$ cat src/salc_pkg.sv
package salc_pkg;

    localparam logic [1:0] REQ_LOAD    = 2'd0;
    localparam logic [1:0] REQ_STORE   = 2'd1;
    localparam logic [1:0] REQ_MODIFY  = 2'd2;
    localparam logic [1:0] REQ_UNKNOWN = 2'd3;

    localparam logic [1:0] CFG_SET_BITS    = 2'd0;
    localparam logic [1:0] CFG_OFFSET_BITS = 2'd1;
    localparam logic [1:0] CFG_WAYS        = 2'd2;
    localparam logic [1:0] CFG_UNUSED      = 2'd3;

    localparam logic [30:0] STAMP_MAX = 31'h7fffffff;

    typedef struct packed {
        logic start;
        logic lookup;
        logic commit;
    } t_cmd;

    typedef struct packed {
        logic done;
    } t_status;

endpackage

$ cat src/salc_ctrl.sv
module salc_ctrl (
    input  logic              i_clk,
    input  logic              i_rst_n,
    input  logic              i_in_valid,
    input  logic [1:0]        i_req_type,
    output logic              o_in_ready,
    input  logic              i_out_ready,
    output logic              o_out_valid,
    output logic              o_last,
    output salc_pkg::t_cmd    o_cmd,
    input  salc_pkg::t_status i_status
);
    import salc_pkg::*;

    localparam logic [1:0] ST_IDLE = 2'd0;
    localparam logic [1:0] ST_READ = 2'd1;
    localparam logic [1:0] ST_UPD  = 2'd2;
    localparam logic [1:0] ST_OUT  = 2'd3;

    logic [1:0] r_state, n_state;
    logic       r_second, n_second;
    logic       r_last, n_last;

    assign o_in_ready = (r_state == ST_IDLE) && i_status.done;
    assign o_out_valid = (r_state == ST_OUT);
    assign o_last = r_last;

    always_comb begin
        n_state = r_state;
        n_second = r_second;
        n_last = r_last;
        o_cmd = '0;
        unique case (r_state)
            ST_IDLE: begin
                if (o_in_ready && i_in_valid && i_req_type != REQ_UNKNOWN) begin
                    n_state = ST_READ;
                    n_second = (i_req_type == REQ_MODIFY);
                    o_cmd.start = 1'b1;
                end
            end
            ST_READ: begin
                o_cmd.lookup = 1'b1;
                n_state = ST_UPD;
            end
            ST_UPD: begin
                o_cmd.commit = 1'b1;
                n_last = !r_second;
                n_state = ST_OUT;
            end
            ST_OUT: begin
                if (i_out_ready) begin
                    if (r_second) begin
                        n_second = 1'b0;
                        n_state = ST_READ;
                    end else begin
                        n_state = ST_IDLE;
                    end
                end
            end
            default: n_state = ST_IDLE;
        endcase
    end

    always_ff @(posedge i_clk) begin
        if (!i_rst_n) begin
            r_state <= ST_IDLE;
            r_second <= 1'b0;
            r_last <= 1'b0;
        end else begin
            r_state <= n_state;
            r_second <= n_second;
            r_last <= n_last;
        end
    end

    a_one_cmd: assert property (@(posedge i_clk) disable iff (!i_rst_n)
        $onehot0({o_cmd.start, o_cmd.lookup, o_cmd.commit}))
        else $error("multiple commands");
    a_commit_after_lookup: assert property (@(posedge i_clk) disable iff (!i_rst_n)
        o_cmd.commit |-> $past(o_cmd.lookup))
        else $error("commit without lookup");
    a_out_after_commit: assert property (@(posedge i_clk) disable iff (!i_rst_n)
        $rose(o_out_valid) |-> $past(o_cmd.commit))
        else $error("result without commit");
endmodule

$ cat config.mk
export PLATFORM = sky130hd
export DESIGN_NAME = salc_ctrl
export DESIGN_NICKNAME = d
export VERILOG_FILES = /design/src/salc_pkg.sv /design/src/salc_ctrl.sv
export SDC_FILE = /design/constraint.sdc
export NUM_CORES = 1
export LEC_CHECK = 0
export ABC_AREA = 0
export BUFFER_PORTS_ARGS = -buffer_cell sky130_fd_sc_hd__buf_2
export CAP_MARGIN = 25
export CORE_AREA = 10 10 47 49
export DETAILED_ROUTE_END_ITERATION = 10
export DIE_AREA = 0 0 57 59
export MAX_ROUTING_LAYER = met4
export SYNTH_ARGS = -nofsm -noshare
export SYNTH_HDL_FRONTEND = slang
export SYNTH_SLANG_ARGS = --single-unit
export TNS_END_PERCENT = 50
$ cat constraint.sdc
create_clock -name i_clk -period 3.22 [get_ports i_clk]
set_clock_uncertainty 0.15 [all_clocks]
set_input_delay 0.161 -clock i_clk [delete_from_list [all_inputs] [get_ports i_clk]]
set_output_delay 0.161 -clock i_clk [all_outputs]
set_load 0.01 [all_outputs]
==> impl_metrics.py <==
metrics = {
    "finish": {
        "final_common_cell": "buf_2",
        "layout-drive-gt1-share": 0.347,
        "nets": 63,
        "area_delta_synth_final_pct": 33.3,
        "final_cell_mix": "12 x buf_2, 5 x inv_1, 5 x ha_1",
        "fill_cells": 154,
        "diodes": 0,
        "utilization": 0.293,
        "finalNonFillerCells": 65,
    },
    "routing": {
        "firstDrtPassIters": 2,
        "drtAntennaViolNets": 0,
        "wl_per_cell_um": 11.3,
        "viasPerCell": 4.43,
        "vias": 288,
        "drc": 0,
        "routed_wl_um": 736,
        "drtIter0Drc": 2,
    },
    "grt": {
        "grt_start_max_net_pins": 6,
        "track_usage": 0.0479,
        "antenna_found_initial": 0,
        "grtUsageMet2": 0.0558,
        "grt_pass1_vias": 325,
        "busiest_layer": "met1",
        "grt.met3_usage": 0.0150,
        "overflow": 0,
        "grt_pass1_wl_um": 1230,
        "use_met1": 0.0591,
    },
    "die": {
        "start_util": 0.220,
        "fp-row-count": 14,
        "num_io_pins": 13,
        "dieHeight_um": 59,
        "die_w_um": 57,
        "core_mm2": 0.00140,
        "die_area_mm2": 0.00336,
    },
    "worst_setup_path": {
        "cp.buffers_inverters": 2,
        "crit_required_ns": 2.91,
        "crit_type": "reg2out",
        "critPathTopFamily": "flip-flops",
        "start_kind": "flop",
        "crit_fanout": 5,
        "crit_chain": "inv_1 > ha_1 > and2_1 > nand2_1 > a21oi_1 > buf_2",
        "cp_slowest_cell": "dfxtp_1",
        "cp-end-kind": "primary output",
        "crit_path_max_incr_delay_ns": 0.32,
        "arrival_ns": 1.39,
    },
    "job": {
        "cap_violations": 0,
    },
    "sta": {
        "hold_viol": 0,
        "timing.final.crit_share": 0.527,
        "grt_setup_unrepaired": "no",
        "clock.fmax_mhz": 590,
        "slew_viol_final": 0,
        "timing.setup.tns_ns": 0,
        "max-slew-margin-rel": 0.849,
        "worstMarginPinSlew_ns": 0.224,
        "min_period_ns": 1.70,
        "setup_viol": 0,
        "layout_setup_ws_ns": 1.52,
    },
    "clock_tree": {
        "path_clk_slew_ns": 0.03,
        "cts_setup_buffers": 0,
        "clockBufferDepth": 2,
        "cts_buffers": 3,
        "cts_resized": 0,
        "htree_levels": 1,
        "clk_latency_ns": 0.23,
        "root_buffer": "clkbuf_4",
        "cts_hold_buffers": 0,
        "cts_tree": "done",
        "clock_sinks": 4,
    },
    "placement": {
        "globalplace.congestion": 0.753,
        "placedCellCount": 62,
        "place_hpwl_um": 635,
        "portBuffers": 12,
        "place_ws_ns": 1.56,
    },
    "logic_synthesis": {
        "syn_inst": 34,
        "synth_top_family_by_area": "compound AO/OA/AOI/OAI gates",
        "synth-xor-area-share": 0,
        "synth_top_area_share": 0.260,
        "ys_warn_count": 0,
        "synthSimpleGateAreaFrac": 0.195,
        "syn_nets": 46,
        "synth_seq_cells": 4,
        "syn_area_um2": 308,
        "synth_area_per_cell_um2": 9.05,
        "yosysTopAreaCell": "dfxtp_1",
        "synthAdderAreaFrac": 0.203,
        "synth_compound_area_frac": 0.215,
        "yosysSeqAreaShare": 0.260,
        "synth_cell_type_count": 18,
        "synth.area.mux_share": 0.0650,
        "synth_area_leaders": "dfxtp_1 26%, ha_1 20%, a31oi_4 6.9%",
    },
    "power_and_ir_drop": {
        "p_leak_uw": 0.000197,
        "p_per_area_mw_per_mm2": 699,
        "ir_drop_mv": 0.235,
    },
    "run_status": {
        "status": "completed",
    },
    "min_path": {
        "min_path_type": "in2reg",
    },
}
per-layer routing:
layer  vias to the layer above  wire length [um]
met5                         -                 0
met4                         0                19
met3                         2                25
met2                        13               279
met1                       125               412
li1                        148                 -
Yosys cell counts (all sizes together):
| cell type | number |
|---|---|
| o31ai | 1 |
| or2b | 1 |
| a21oi | 4 |
| or4b | 1 |
| or3b | 1 |
| nor2b | 1 |
| inv | 5 |
| ha | 5 |
| nand2 | 2 |
| or4 | 1 |
| and2 | 1 |
| mux2i | 2 |
| dfxtp | 4 |
| a31oi | 1 |
| o21ai | 2 |
| o211ai | 1 |
| nor2 | 1 |
final cells by class:
class | count | area (um2) | area share
tap | 16 | 20.0 | 0.0488
sequential | 4 | 80.1 | 0.195
clock buffer | 3 | 22.5 | 0.0549
inverter | 5 | 18.8 | 0.0457
multi-input combinational | 25 | 209 | 0.509
timing repair buffer | 12 | 60.1 | 0.146
sequential cells by signal, summed over array words and instances (netlist names):
| signal | flops |
|---|---|
| r_second | 1 |
| r_state | 2 |
| o_last | 1 |
metrics by stage:
stage | power [uW] | hold WS [ns] | area [um2]
after floorplan | 182 | 0.159 | 308
after global placement | 226 | 0.283 | 388
after detailed placement | 229 | 0.281 | 388
after CTS | 292 | 0.0395 | 410
after global routing | 316 | 0.0903 | 410
final | 287 | 0.0432 | 410
power by group:
part,switching (uW),internal (uW)
combinational,84.3,66.4
clock,17.8,41.5
sequential,12.6,64.3
total,115,172
tightest hold or removal path: cells and delay by family:
family | cells | cell delay (ns)
compound gates | 2 | 0.14
buf+inv | 1 | 0.09
worst paths after layout:
check / start / endpoint / slack [ns] / cells past startpoint
worst max-delay path: r_state[0]$_SDFFE_PN0P_ / o_cmd[2] / 1.52 / 6
worst min-delay path: i_rst_n / r_second$_SDFFE_PN0P_ / 0.04 / 3
worst max register to register: r_state[0]$_SDFFE_PN0P_ / r_state[0]$_SDFFE_PN0P_ / 1.53 / 6
worst min register to register: o_last$_SDFFE_PN0P_ / o_last$_SDFFE_PN0P_ / 0.34 / 2
cell families (layout without fill, tap and decap cells):
logic type                 after synthesis  in the layout
AOI/OAI and AO/OA                        9              9
and+or+nand+nor                          9              9
adders and majority gates                5              5
buffers and inverters                    5             20
DFF                                      4              4
muxes                                    2              2
Note: power is estimated with default switching activity, not from simulation.
